==> config.mk <==
export PLATFORM = sky130hd
export DESIGN_NAME = multi_channel_timeout_timer
export DESIGN_NICKNAME = d
export VERILOG_FILES = /design/src/hw/rtl/mcto_pkg.sv /design/src/hw/rtl/multi_channel_timeout_timer.sv /design/src/hw/rtl/mcto_exec.sv
export SDC_FILE = /design/constraint.sdc
export NUM_CORES = 2
export LEC_CHECK = 0
export BUFFER_PORTS_ARGS = -buffer_cell sky130_fd_sc_hd__buf_4
export CAP_MARGIN = 0
export CORE_UTILIZATION = 43
export CTS_BUF_LIST = sky130_fd_sc_hd__clkbuf_4 sky130_fd_sc_hd__clkbuf_8
export CTS_CLUSTER_DIAMETER = 100
export DETAILED_ROUTE_END_ITERATION = 12
export PLACE_DENSITY = 0.65
export SLEW_MARGIN = 40
export SYNTH_ARGS = -nofsm -noshare
export SYNTH_HDL_FRONTEND = slang
export SYNTH_SLANG_ARGS = --single-unit
==> constraint.sdc <==
create_clock -name clock -period 19 [get_ports clock]
set_input_delay 3.8 -clock clock [delete_from_list [all_inputs] [get_ports clock]]
set_output_delay 3.8 -clock clock [all_outputs]
set_load 0.01 [all_outputs]
==> src/hw/rtl/mcto_pkg.sv <==
// Shared types, constants and helper functions for the multi-channel timeout timer.
// No dependencies; used by mcto_exec and multi_channel_timeout_timer.

package mcto_pkg;

   // Sizes
   localparam int PERIOD_CHANNELS = 4;
   localparam int WORD_W          = 32;
   localparam int CMD_W           = 4;
   localparam int CH_W            = 2;
   localparam int CSR_IDX_W       = 1;

   // Request beat: tuser = {channel, command}, tdata = amount
   localparam int REQ_TUSER_W = CMD_W + CH_W;
   localparam int REQ_TDATA_W = WORD_W;

   localparam logic [WORD_W-1:0] RESET_DEFAULT_LIMIT = 32'd60000;

   typedef enum logic [CMD_W-1:0] {
      CMD_TICK         = 4'd0,
      CMD_START_GLOBAL = 4'd1,
      CMD_STOP_GLOBAL  = 4'd2,
      CMD_SET_STEP     = 4'd3,
      CMD_RESTART_STEP = 4'd4,
      CMD_STOP_STEP    = 4'd5,
      CMD_SET_DELAY    = 4'd6,
      CMD_CANCEL_DELAY = 4'd7,
      CMD_POLL_DELAY   = 4'd8,
      CMD_START_PERIOD = 4'd9,
      CMD_STOP_PERIOD  = 4'd10,
      CMD_POLL_PERIOD  = 4'd11
   } cmd_type;

   typedef enum logic [1:0] {
      TO_NONE   = 2'd0,
      TO_GLOBAL = 2'd1,
      TO_STEP   = 2'd2
   } tcode_type;

   typedef enum logic [CSR_IDX_W-1:0] {
      CSR_ENABLE        = 1'b0,
      CSR_DEFAULT_LIMIT = 1'b1
   } csr_idx_type;

   // Live configuration handed to the execution unit
   typedef struct packed {
      logic              enable;
      logic [WORD_W-1:0] default_limit;
   } cfg_type;

   // Result fields, last field in the lowest bits
   typedef struct packed {
      logic              period_fired;
      logic              delay_done;
      logic              delay_running;
      logic [WORD_W-1:0] delay_left;
      logic [WORD_W-1:0] step_left;
      logic [WORD_W-1:0] global_left;
      tcode_type         timeout_code;
      logic [WORD_W-1:0] tick_now;
   } rsp_type;

   localparam int RSP_FIELDS_W = $bits(rsp_type);
   localparam int RSP_TDATA_W  = ((RSP_FIELDS_W + 7) / 8) * 8;

   // Wrap-around elapsed ticks
   function automatic logic [WORD_W-1:0] since(input logic [WORD_W-1:0] now,
                                               input logic [WORD_W-1:0] start);
      return now - start;
   endfunction

   function automatic logic timed_out(input logic              on,
                                      input logic [WORD_W-1:0] now,
                                      input logic [WORD_W-1:0] start,
                                      input logic [WORD_W-1:0] limit);
      return on && (since(now, start) >= limit);
   endfunction

   function automatic logic [WORD_W-1:0] time_left(input logic              on,
                                                   input logic [WORD_W-1:0] now,
                                                   input logic [WORD_W-1:0] start,
                                                   input logic [WORD_W-1:0] limit);
      logic [WORD_W-1:0] el;
      el = since(now, start);
      if (!on || el >= limit) begin
         return '0;
      end
      return limit - el;
   endfunction

endpackage

==> src/hw/rtl/multi_channel_timeout_timer.sv <==
// A command passes through the request register, then execution into the result
// register, before its result beat is offered on rsp_tvalid.
// Throughput: one command per cycle while the result side is not stalled; an rsp
// stall holds the command in the request register and drops req_tready in the same
// cycle, so at most two are in flight.
// Configuration writes are taken every cycle (csr_ready is always high).
// Synchronous active-high reset clears all channels, the tick counter, the
// enable bit and sets the default global limit to 60000.
// Top level; depends on mcto_pkg and mcto_exec.

module multi_channel_timeout_timer (
   input  logic                                  clock,
   input  logic                                  reset,
   // request channel
   input  logic                                  req_tvalid,
   output logic                                  req_tready,
   input  logic [mcto_pkg::REQ_TDATA_W-1:0]      req_tdata,  // [31:0] amount
   input  logic [mcto_pkg::REQ_TUSER_W-1:0]      req_tuser,  // [3:0] command, [5:4] channel
   // result channel
   output logic                                  rsp_tvalid,
   input  logic                                  rsp_tready,
   // [31:0] tick_now, [33:32] timeout_code, [65:34] global_left,
   // [97:66] step_left, [129:98] delay_left, [130] delay_running,
   // [131] delay_done, [132] period_fired, [135:133] zero
   output logic [mcto_pkg::RSP_TDATA_W-1:0]      rsp_tdata,
   // configuration write channel
   input  logic                                  csr_valid,
   output logic                                  csr_ready,
   input  logic [mcto_pkg::CSR_IDX_W-1:0]        csr_index,
   input  logic [mcto_pkg::WORD_W-1:0]           csr_data
);

   localparam int W = mcto_pkg::WORD_W;

   mcto_pkg::cfg_type           cfg_ff;
   logic                        s1_valid_ff;
   mcto_pkg::cmd_type           s1_cmd_ff;
   logic [mcto_pkg::CH_W-1:0]   s1_ch_ff;
   logic [W-1:0]                s1_amount_ff;
   logic                        s1_adv;
   logic                        req_fire;
   logic                        rsp_valid_ff;
   mcto_pkg::rsp_type           rsp_ff, rsp_in;

   // Handshake
   assign s1_adv     = s1_valid_ff && (!rsp_valid_ff || rsp_tready);
   assign req_tready = !s1_valid_ff || s1_adv;
   assign req_fire   = req_tvalid && req_tready;
   assign csr_ready  = 1'b1;
   assign rsp_tvalid = rsp_valid_ff;
   assign rsp_tdata  = {(mcto_pkg::RSP_TDATA_W - mcto_pkg::RSP_FIELDS_W)'(0), rsp_ff};

   // Configuration registers
   always_ff @(posedge clock) begin
      if (reset) begin
         cfg_ff.enable        <= 1'b0;
         cfg_ff.default_limit <= mcto_pkg::RESET_DEFAULT_LIMIT;
      end else if (csr_valid && csr_ready) begin
         unique case (mcto_pkg::csr_idx_type'(csr_index))
            mcto_pkg::CSR_ENABLE:        cfg_ff.enable        <= csr_data[0];
            mcto_pkg::CSR_DEFAULT_LIMIT: cfg_ff.default_limit <= csr_data;
            default: ;
         endcase
      end
   end

   // Request register
   always_ff @(posedge clock) begin
      if (reset) begin
         s1_valid_ff <= 1'b0;
      end else if (req_tready) begin
         s1_valid_ff <= req_tvalid;
      end
   end

   always_ff @(posedge clock) begin
      if (req_fire) begin
         s1_cmd_ff    <= mcto_pkg::cmd_type'(req_tuser[mcto_pkg::CMD_W-1:0]);
         s1_ch_ff     <= req_tuser[mcto_pkg::CMD_W +: mcto_pkg::CH_W];
         s1_amount_ff <= req_tdata;
      end
   end

   // Command execution and timer state
   mcto_exec u_exec (
      .clock   (clock),
      .reset   (reset),
      .exec_en (s1_adv),
      .cmd     (s1_cmd_ff),
      .channel (s1_ch_ff),
      .amount  (s1_amount_ff),
      .cfg     (cfg_ff),
      .result  (rsp_in)
   );

   // Result register
   always_ff @(posedge clock) begin
      if (reset) begin
         rsp_valid_ff <= 1'b0;
      end else if (s1_adv) begin
         rsp_valid_ff <= 1'b1;
      end else if (rsp_tready) begin
         rsp_valid_ff <= 1'b0;
      end
   end

   always_ff @(posedge clock) begin
      if (s1_adv) begin
         rsp_ff <= rsp_in;
      end
   end

   // An accepted beat always lands in the request register
   a_req_lands: assert property (@(posedge clock) disable iff (reset)
      req_fire |=> s1_valid_ff)
      else $error("accepted request beat lost");

   // A committed command always shows up as a result beat
   a_rsp_follows: assert property (@(posedge clock) disable iff (reset)
      s1_adv |=> rsp_valid_ff)
      else $error("executed command produced no result beat");

   // A held request is not executed twice or dropped while the output stalls
   a_hold_stall: assert property (@(posedge clock) disable iff (reset)
      (s1_valid_ff && !s1_adv) |=> (s1_valid_ff && $stable(s1_amount_ff)))
      else $error("stalled request beat changed");

   // Step expiry is only reported when no step time is left
   a_step_code: assert property (@(posedge clock) disable iff (reset)
      (rsp_valid_ff && rsp_ff.timeout_code == mcto_pkg::TO_STEP) |->
         (rsp_ff.step_left == '0))
      else $error("step timeout reported with ticks remaining");

endmodule

==> src/hw/rtl/mcto_exec.sv <==
// Execution unit: timer state registers, command decode and result computation.
// Depends on mcto_pkg.

module mcto_exec (
   input  logic                                clock,
   input  logic                                reset,
   input  logic                                exec_en,  // commit one command
   input  mcto_pkg::cmd_type                   cmd,
   input  logic [mcto_pkg::CH_W-1:0]           channel,
   input  logic [mcto_pkg::WORD_W-1:0]         amount,
   input  mcto_pkg::cfg_type                   cfg,
   output mcto_pkg::rsp_type                   result
);

   localparam int NCH = mcto_pkg::PERIOD_CHANNELS;
   localparam int W   = mcto_pkg::WORD_W;

   logic [W-1:0]   tick_ff, tick_in;
   logic           glob_on_ff, glob_on_in;
   logic [W-1:0]   glob_begin_ff, glob_begin_in, glob_limit_ff, glob_limit_in;
   logic           step_on_ff, step_on_in;
   logic [W-1:0]   step_begin_ff, step_begin_in, step_limit_ff, step_limit_in;
   logic           dly_on_ff, dly_on_in;
   logic [W-1:0]   dly_begin_ff, dly_begin_in, dly_limit_ff, dly_limit_in;
   logic [NCH-1:0] per_on_ff, per_on_in;
   logic [W-1:0]   per_begin_ff [NCH];
   logic [W-1:0]   per_begin_in [NCH];
   logic [W-1:0]   per_ival_ff  [NCH];
   logic [W-1:0]   per_ival_in  [NCH];

   logic [NCH-1:0] ch_hit;
   logic           sel_on;
   logic [W-1:0]   sel_begin, sel_ival;
   logic           done, fired;

   // Channel decode; an out-of-range channel hits nothing
   always_comb begin
      for (int i = 0; i < NCH; i++) begin
         ch_hit[i] = (32'(channel) == 32'(i));
      end
   end

   // Selected periodic channel
   always_comb begin
      sel_on    = 1'b0;
      sel_begin = '0;
      sel_ival  = '0;
      for (int i = 0; i < NCH; i++) begin
         sel_on    = sel_on | (ch_hit[i] & per_on_ff[i]);
         sel_begin = sel_begin | (per_begin_ff[i] & {W{ch_hit[i]}});
         sel_ival  = sel_ival | (per_ival_ff[i] & {W{ch_hit[i]}});
      end
   end

   // Next state
   always_comb begin
      tick_in       = tick_ff;
      glob_on_in    = glob_on_ff;
      glob_begin_in = glob_begin_ff;
      glob_limit_in = glob_limit_ff;
      step_on_in    = step_on_ff;
      step_begin_in = step_begin_ff;
      step_limit_in = step_limit_ff;
      dly_on_in     = dly_on_ff;
      dly_begin_in  = dly_begin_ff;
      dly_limit_in  = dly_limit_ff;
      per_on_in     = per_on_ff;
      per_begin_in  = per_begin_ff;
      per_ival_in   = per_ival_ff;
      done          = 1'b0;
      fired         = 1'b0;
      unique case (cmd)
         mcto_pkg::CMD_TICK: begin
            if (cfg.enable) begin
               tick_in = tick_ff + W'(1);
            end
         end
         mcto_pkg::CMD_START_GLOBAL: begin
            glob_limit_in = (amount != '0) ? amount : cfg.default_limit;
            glob_begin_in = tick_ff;
            glob_on_in    = 1'b1;
         end
         mcto_pkg::CMD_STOP_GLOBAL: glob_on_in = 1'b0;
         mcto_pkg::CMD_SET_STEP: begin
            step_limit_in = amount;
            step_begin_in = tick_ff;
            step_on_in    = 1'b1;
         end
         mcto_pkg::CMD_RESTART_STEP: begin
            if (step_on_ff) begin
               step_begin_in = tick_ff;
            end
         end
         mcto_pkg::CMD_STOP_STEP: step_on_in = 1'b0;
         mcto_pkg::CMD_SET_DELAY: begin
            dly_limit_in = amount;
            dly_begin_in = tick_ff;
            dly_on_in    = 1'b1;
         end
         mcto_pkg::CMD_CANCEL_DELAY: dly_on_in = 1'b0;
         mcto_pkg::CMD_POLL_DELAY: begin
            // inactive delay polls as done; an elapsed one clears itself
            if (!dly_on_ff) begin
               done = 1'b1;
            end else if (mcto_pkg::timed_out(1'b1, tick_ff, dly_begin_ff, dly_limit_ff)) begin
               dly_on_in = 1'b0;
               done      = 1'b1;
            end
         end
         mcto_pkg::CMD_START_PERIOD: begin
            for (int i = 0; i < NCH; i++) begin
               if (ch_hit[i]) begin
                  per_ival_in[i]  = amount;
                  per_begin_in[i] = tick_ff;
                  per_on_in[i]    = 1'b1;
               end
            end
         end
         mcto_pkg::CMD_STOP_PERIOD: begin
            for (int i = 0; i < NCH; i++) begin
               if (ch_hit[i]) begin
                  per_on_in[i] = 1'b0;
               end
            end
         end
         mcto_pkg::CMD_POLL_PERIOD: begin
            fired = mcto_pkg::timed_out(sel_on, tick_ff, sel_begin, sel_ival);
            for (int i = 0; i < NCH; i++) begin
               if (ch_hit[i] && fired) begin
                  per_begin_in[i] = tick_ff;
               end
            end
         end
         default: ;
      endcase
   end

   // Result from the state as it stands after the command
   always_comb begin
      result.tick_now = tick_in;
      if (mcto_pkg::timed_out(glob_on_in, tick_in, glob_begin_in, glob_limit_in)) begin
         result.timeout_code = mcto_pkg::TO_GLOBAL;
      end else if (mcto_pkg::timed_out(step_on_in, tick_in, step_begin_in, step_limit_in)) begin
         result.timeout_code = mcto_pkg::TO_STEP;
      end else begin
         result.timeout_code = mcto_pkg::TO_NONE;
      end
      result.global_left   = mcto_pkg::time_left(glob_on_in, tick_in, glob_begin_in,
                                                 glob_limit_in);
      result.step_left     = mcto_pkg::time_left(step_on_in, tick_in, step_begin_in,
                                                 step_limit_in);
      result.delay_left    = mcto_pkg::time_left(dly_on_in, tick_in, dly_begin_in,
                                                 dly_limit_in);
      result.delay_running = dly_on_in;
      result.delay_done    = done;
      result.period_fired  = fired;
   end

   // Control state
   always_ff @(posedge clock) begin
      if (reset) begin
         tick_ff    <= '0;
         glob_on_ff <= 1'b0;
         step_on_ff <= 1'b0;
         dly_on_ff  <= 1'b0;
         per_on_ff  <= '0;
      end else if (exec_en) begin
         tick_ff    <= tick_in;
         glob_on_ff <= glob_on_in;
         step_on_ff <= step_on_in;
         dly_on_ff  <= dly_on_in;
         per_on_ff  <= per_on_in;
      end
   end

   // Start ticks and limits, only meaningful while the matching on bit is set
   always_ff @(posedge clock) begin
      if (exec_en) begin
         glob_begin_ff <= glob_begin_in;
         glob_limit_ff <= glob_limit_in;
         step_begin_ff <= step_begin_in;
         step_limit_ff <= step_limit_in;
         dly_begin_ff  <= dly_begin_in;
         dly_limit_ff  <= dly_limit_in;
         per_begin_ff  <= per_begin_in;
         per_ival_ff   <= per_ival_in;
      end
   end

   // Tick counter only moves on an enabled tick command
   a_tick_source: assert property (@(posedge clock) disable iff (reset)
      (exec_en && !(cmd == mcto_pkg::CMD_TICK && cfg.enable)) |=> $stable(tick_ff))
      else $error("tick counter moved without an enabled tick");

endmodule

Word level (Yosys, flattened, before mapping)
Cells that the tools add are included.

Register bits after elaboration: 693. Logic and storage cells: 185. Output and inout bits: 139. Bits of input ports: 76.

$add $sub $neg: 9. Magnitude comparators: 5. Multiplexer cells: 47. Bitwise operators: 22. Reduce and logical (&&, ||, !) cells: 39. Equality and inequality tests: 26.

Operators with widths (number): two-way mux 32 bit (23); bitwise AND 32 bit (8); case mux 128 bit (2 select lines) (1); subtractor 32 bit (8); bitwise OR 32 bit (6); greater-or-equal comparator 32 bit (5); case mux 32 bit (2 select lines) (1); adder 32 x 1 -> 32 bit (second input constant) (1); AND reduction 4 bit (8); nonzero test 32 bit (1); inequality test 2 x 1 -> 1 bit (second input constant) (12); two-way mux 1 bit (17); == test 4 x 3 -> 1 bit (second input constant) (4); == test 4 bit (second input constant) (4); AND reduction 3 bit (4); logical AND 1 bit (9); == test 4 x 2 -> 1 bit (second input constant) (2); case mux 4 bit (2 select lines) (1); nonzero test 2 bit (3); logical NOT 1 bit (5); logical OR 1 bit (5); bitwise AND 1 bit (4); == test 2 bit (second input constant) (2); == test 4 x 1 -> 1 bit (second input constant) (1); 9 further kinds (13).

Longest topological paths before layout
Depth in word-level cells: 11. Depth in mapped cells: 32. Depth with buffers taken out: 30.

By module
Synthesis repeated with hierarchy kept, for this count alone.

Cell total of the unflattened synthesis: 3734. Area, all modules: 41333.4 µm².

Modules (own cells, without submodules): mcto_exec (sequential area each 14233.7 µm², area each 34583.2 µm², times used 1, cells each 3405); multi_channel_timeout_timer (sequential area each 5835.6 µm², area each 6750.2 µm², times used 1, cells each 329).

Worst setup path before layout
Ideal clock, no wire load.

Path kind: input -> register. From: in rsp_tready. To: reg u_exec.tick_ff[0]. Path buffers: 1. Setup slack: 4.784 ns. Stages: 7. Data arrival time: 14.089 ns. Required time: 18.872 ns. Cell sequence: nor2b_1 > nand2b_1 > inv_1 > buf_1 > nand2_1 > xnor2_1 > nor2_1.

Word-level cells in the longest chain between the ends: 2.

Ends and longest elaborated chain: from (decl) (line multi_channel_timeout_timer.sv:21) `input logic rsp_tready,`; logical OR 1 bit (line multi_channel_timeout_timer.sv:46) `assign s1_adv = s1_valid_ff && (!rsp_valid_ff || rsp_tready);`; logical AND 1 bit (line multi_channel_timeout_timer.sv:46); net s1_adv (line multi_channel_timeout_timer.sv:40) `logic s1_adv;`; to (signal assigned) (line mcto_exec.sv:168) `tick_ff <= tick_in;`; to (decl) (line mcto_exec.sv:18) `logic [W-1:0] tick_ff, tick_in;`.

The timed path passes the listed nets, and every way through them passes these cells. A chain may end at the register's enable or synchronous reset.

==> flow_summary.toml <==
[global_routing]
grt_max_degree = 129
antenna_found_initial = 7
grt_pass1_wl_um = 168000
grt_pass1_vias = 28385
gr-usage-all-layers_pct = 23.4
overflow = 0

[yosys]
ys_types = 87
synth_area_um2 = 40300
synth-seq-cells = 693
synth.area.top_cells = "edfxtp_1, ha_1, a21oi_1"
ys_seq_area_share_pct = 49.8
netlist.area_leader.share_pct = 46.1
ys.flop_type = "edfxtp_1"
avgSynthCellArea_um2 = 11.2
ys_warn_count = 0
synthArstFlopShare_pct = 0
synth_edf_count = 619
netlist_instances = 3609
synth_top_area_cell = "edfxtp_1"

[sta]
clock.fmax_mhz = 119
hold_viol_final = 0
maxSlewHeadroom_pct = 35.8
period_needed_ns = 8.37
fin_skew_ns = 0.0557
rsz0062_at_grt = "false"
tns_ns = 0
finalSetupViolations = 0
fin_crit_sh_pct = 44.1
max_slew.worst_pin.slew_ns = 0.955
finalMaxSlewViolations = 0

[setup_path]
cpPeakStageDelay_ns = 0.69
r2r_start = "s1_cmd_ff[1]"
critPathKind = "reg2reg"
crit_chain = "nor2_1, and3_1, mux2i_1, inv_1, ha_1, nor2b_1, o31a_1, o41ai_1, o21ba_2, o21bai_1, a21oi_1, xor2_1, ha_1, nand4_1, nor4_1, nor3_1, a21oi_1, o31ai_1, o32ai_2, a221oi_1, a41oi_1, nand2_1, buf_4, nor2_1"
crit_cells = 24
crit_path_max_fanout = 21
worst_ep_required_time_ns = 19.49
worst_path_dominant_cell_family = "compound AO/OA/AOI/OAI gates"
startpoint = "s1_cmd_ff[1]"
critPathLaunchType = "register"
crit_path_top_delay_cell = "o31ai_1"
crit_arrival_ns = 8.86
worst_setup_path_end_kind = "register"
r2r_cells = 24
path_buf_inv = 2

[clocking]
cts_root_buf = "clkbuf_8"
cts-hold-fix-buffers = 0
cts_tree = "built"
htree_levels = 3
worstSkewPairLatency_ns = 0.77
numCtsBuffers = 115
clockBufferDepth = 3
post-cts-setup-buffers = 0
clock_sinks = 693
ctsResizeCount = 0
clk_pin_slew_ns = 0.06

[final_layout]
finalNonFillerCells = 5215
seqCellArea_um2 = 20100
fillers = 8443
postLayoutCoreUtil_pct = 49.6
area.growth.synth_to_final_pct = 13.5
drive_above_1_share_pct = 15.7
design_area_um2 = 45700
nets = 4269
multi_input_area_um2 = 18800

[routing]
wl_per_cell_um = 21.5
drc = 0
via_per_inst = 5.53
dr.pass1.iters = 5
antenna_left = 0
drtIter0Drc = 2127
routed_wl_um = 112000
vias = 28824

[run_status]
outcome = "finished, final reports clean"

[place]
io_buffers = 210
dpl-instance-area_um2 = 43400
routabilityCongestion = 0.914
hpwl_um = 82500
placed_cells = 4995

[die]
start_util_pct = 43.7
die_w_um = 308
pin_count = 215
die_h_um = 308
die_area_um2 = 94900
fp.coreArea_um2 = 92200
rows = 111

[run]
maxCapViolCount = 0

[worst_hold_path]
worstHoldPathType = "reg2reg"
min_path_cells = 2
hold_start = "cfg_ff[17]"

[pwr]
power_w = 0.00352
p_leak_nw = 18.6
peakVddDrop_uv = 54.8
p_per_area_nw_per_um2 = 77.0
-- per-layer routing --
layer,GRT usage (%),wire (um)
met3,3.79,7320
met2,37.8,51600
met5,0,13
met1,32.4,50200
met4,7.12,3070
-- through the flow --
stage | setup slack (ns) | hold WS [ns]
floorplan | 4.78 | 0.437
global placement | 10.80 | 0.445
detailed placement | 10.73 | 0.451
CTS | 10.69 | 0.459
global route | 10.29 | 0.480
finish | 10.63 | 0.457
-- cells in the final DEF, fill, tap and decap left out, types with 42 or more instances in the layout --
| master | synthesis | final |
|---|---|---|
| o21a_1 | 50 | 50 |
| nor2_1 | 287 | 281 |
| edfxtp_1 | 619 | 619 |
| a21o_1 | 129 | 129 |
| nand2_1 | 253 | 253 |
| mux2i_1 | 61 | 61 |
| clkbuf_8 | 0 | 126 |
| o21ai_0 | 143 | 143 |
| xnor2_1 | 141 | 141 |
| nand3_1 | 63 | 63 |
| xor2_1 | 124 | 123 |
| dfxtp_1 | 74 | 74 |
| nand4_1 | 42 | 42 |
| buf_4 | 7 | 249 |
| mux4_2 | 65 | 65 |
| mux2_2 | 61 | 61 |
| ha_1 | 316 | 316 |
| a21oi_1 | 327 | 326 |
| inv_1 | 282 | 281 |
-- cell type report --
cell class	count	share of cell area (%)
clock inverter	57	0.709
antenna	4	0.0219
timing repair buffer	253	4.19
tap	1243	3.40
multi-input combinational	2522	41.1
clock buffer	159	4.33
sequential	693	43.9
inverter	284	2.36
-- cells by family (layout without fill, tap and decap cells) --
family / Yosys count / count (layout) / share of synthesized area, %
XOR/XNOR: 267 / 267 / 5.87
AO/OA/AOI/OAI: 857 / 857 / 13.2
adder cells (fa/ha/maj): 324 / 324 / 10.2
AND/OR/NAND/NOR: 883 / 883 / 10.2
buffers and inverters: 396 / 753 / 3.81
other: 2 / 8 / 0.0186
flip-flops: 693 / 693 / 49.8
multiplexers: 187 / 187 / 6.85
-- synthesized netlist by cell type, drive strengths merged, types with 64 or more instances --
cell type    n
edfxtp     619
a21oi      327
ha         316
nor2       290
inv        283
nand2      253
o21ai      164
xnor2      141
a21o       129
xor2       124
clkbuf      81
dfxtp       74
mux4        65
nand3       64
-- state kept, by name, indices dropped and copies added (netlist names) --
name                  cells
rsp_tdata               133
u_exec.per_begin_ff     128
u_exec.per_ival_ff      128
cfg_ff                   33
s1_amount_ff             32
u_exec.dly_begin_ff      32
u_exec.dly_limit_ff      32
u_exec.glob_begin_ff     32
u_exec.glob_limit_ff     32
u_exec.step_begin_ff     32
u_exec.step_limit_ff     32
u_exec.tick_ff           32
s1_cmd_ff                 4
u_exec.per_on_ff          4
s1_ch_ff                  2
rsp_tvalid                1
s1_valid_ff               1
u_exec.dly_on_ff          1
u_exec.glob_on_ff         1
u_exec.step_on_ff         1
-- where the power goes --
part / switching (W) / leakage (nW) / internal [W] / total (W)
sequential: 0.0000292 / 6.64 / 0.00170 / 0.00173
combinational: 0.000275 / 10.7 / 0.000182 / 0.000457
clock: 0.000631 / 1.22 / 0.000702 / 0.00133
total: 0.000935 / 18.6 / 0.00259 / 0.00352
-- worst reg2reg max path: stages, from the launching register on --
cell and delay [ns]:
edfxtp_1 0.62, nor2_1 0.34, and3_1 0.53, mux2i_1 0.66, inv_1 0.29, ha_1 0.34, nor2b_1 0.14, o31a_1 0.27
o41ai_1 0.55, o21ba_2 0.24, o21bai_1 0.08, a21oi_1 0.27, xor2_1 0.21, ha_1 0.32, nand4_1 0.25, nor4_1 0.11
nor3_1 0.20, a21oi_1 0.17, o31ai_1 0.69, o32ai_2 0.29, a221oi_1 0.53, a41oi_1 0.14, nand2_1 0.37, buf_4 0.35
nor2_1 0.12
-- path summary, 6_finish.rpt --
check	end	slack, ns
worst min register to register	cfg_ff[17]	0.46
worst max register to register	rsp_tdata[76]	10.63
worst max-delay path	rsp_tdata[76]	10.63
worst min-delay path	cfg_ff[17]	0.46
Power figures use the tool's default switching activity.
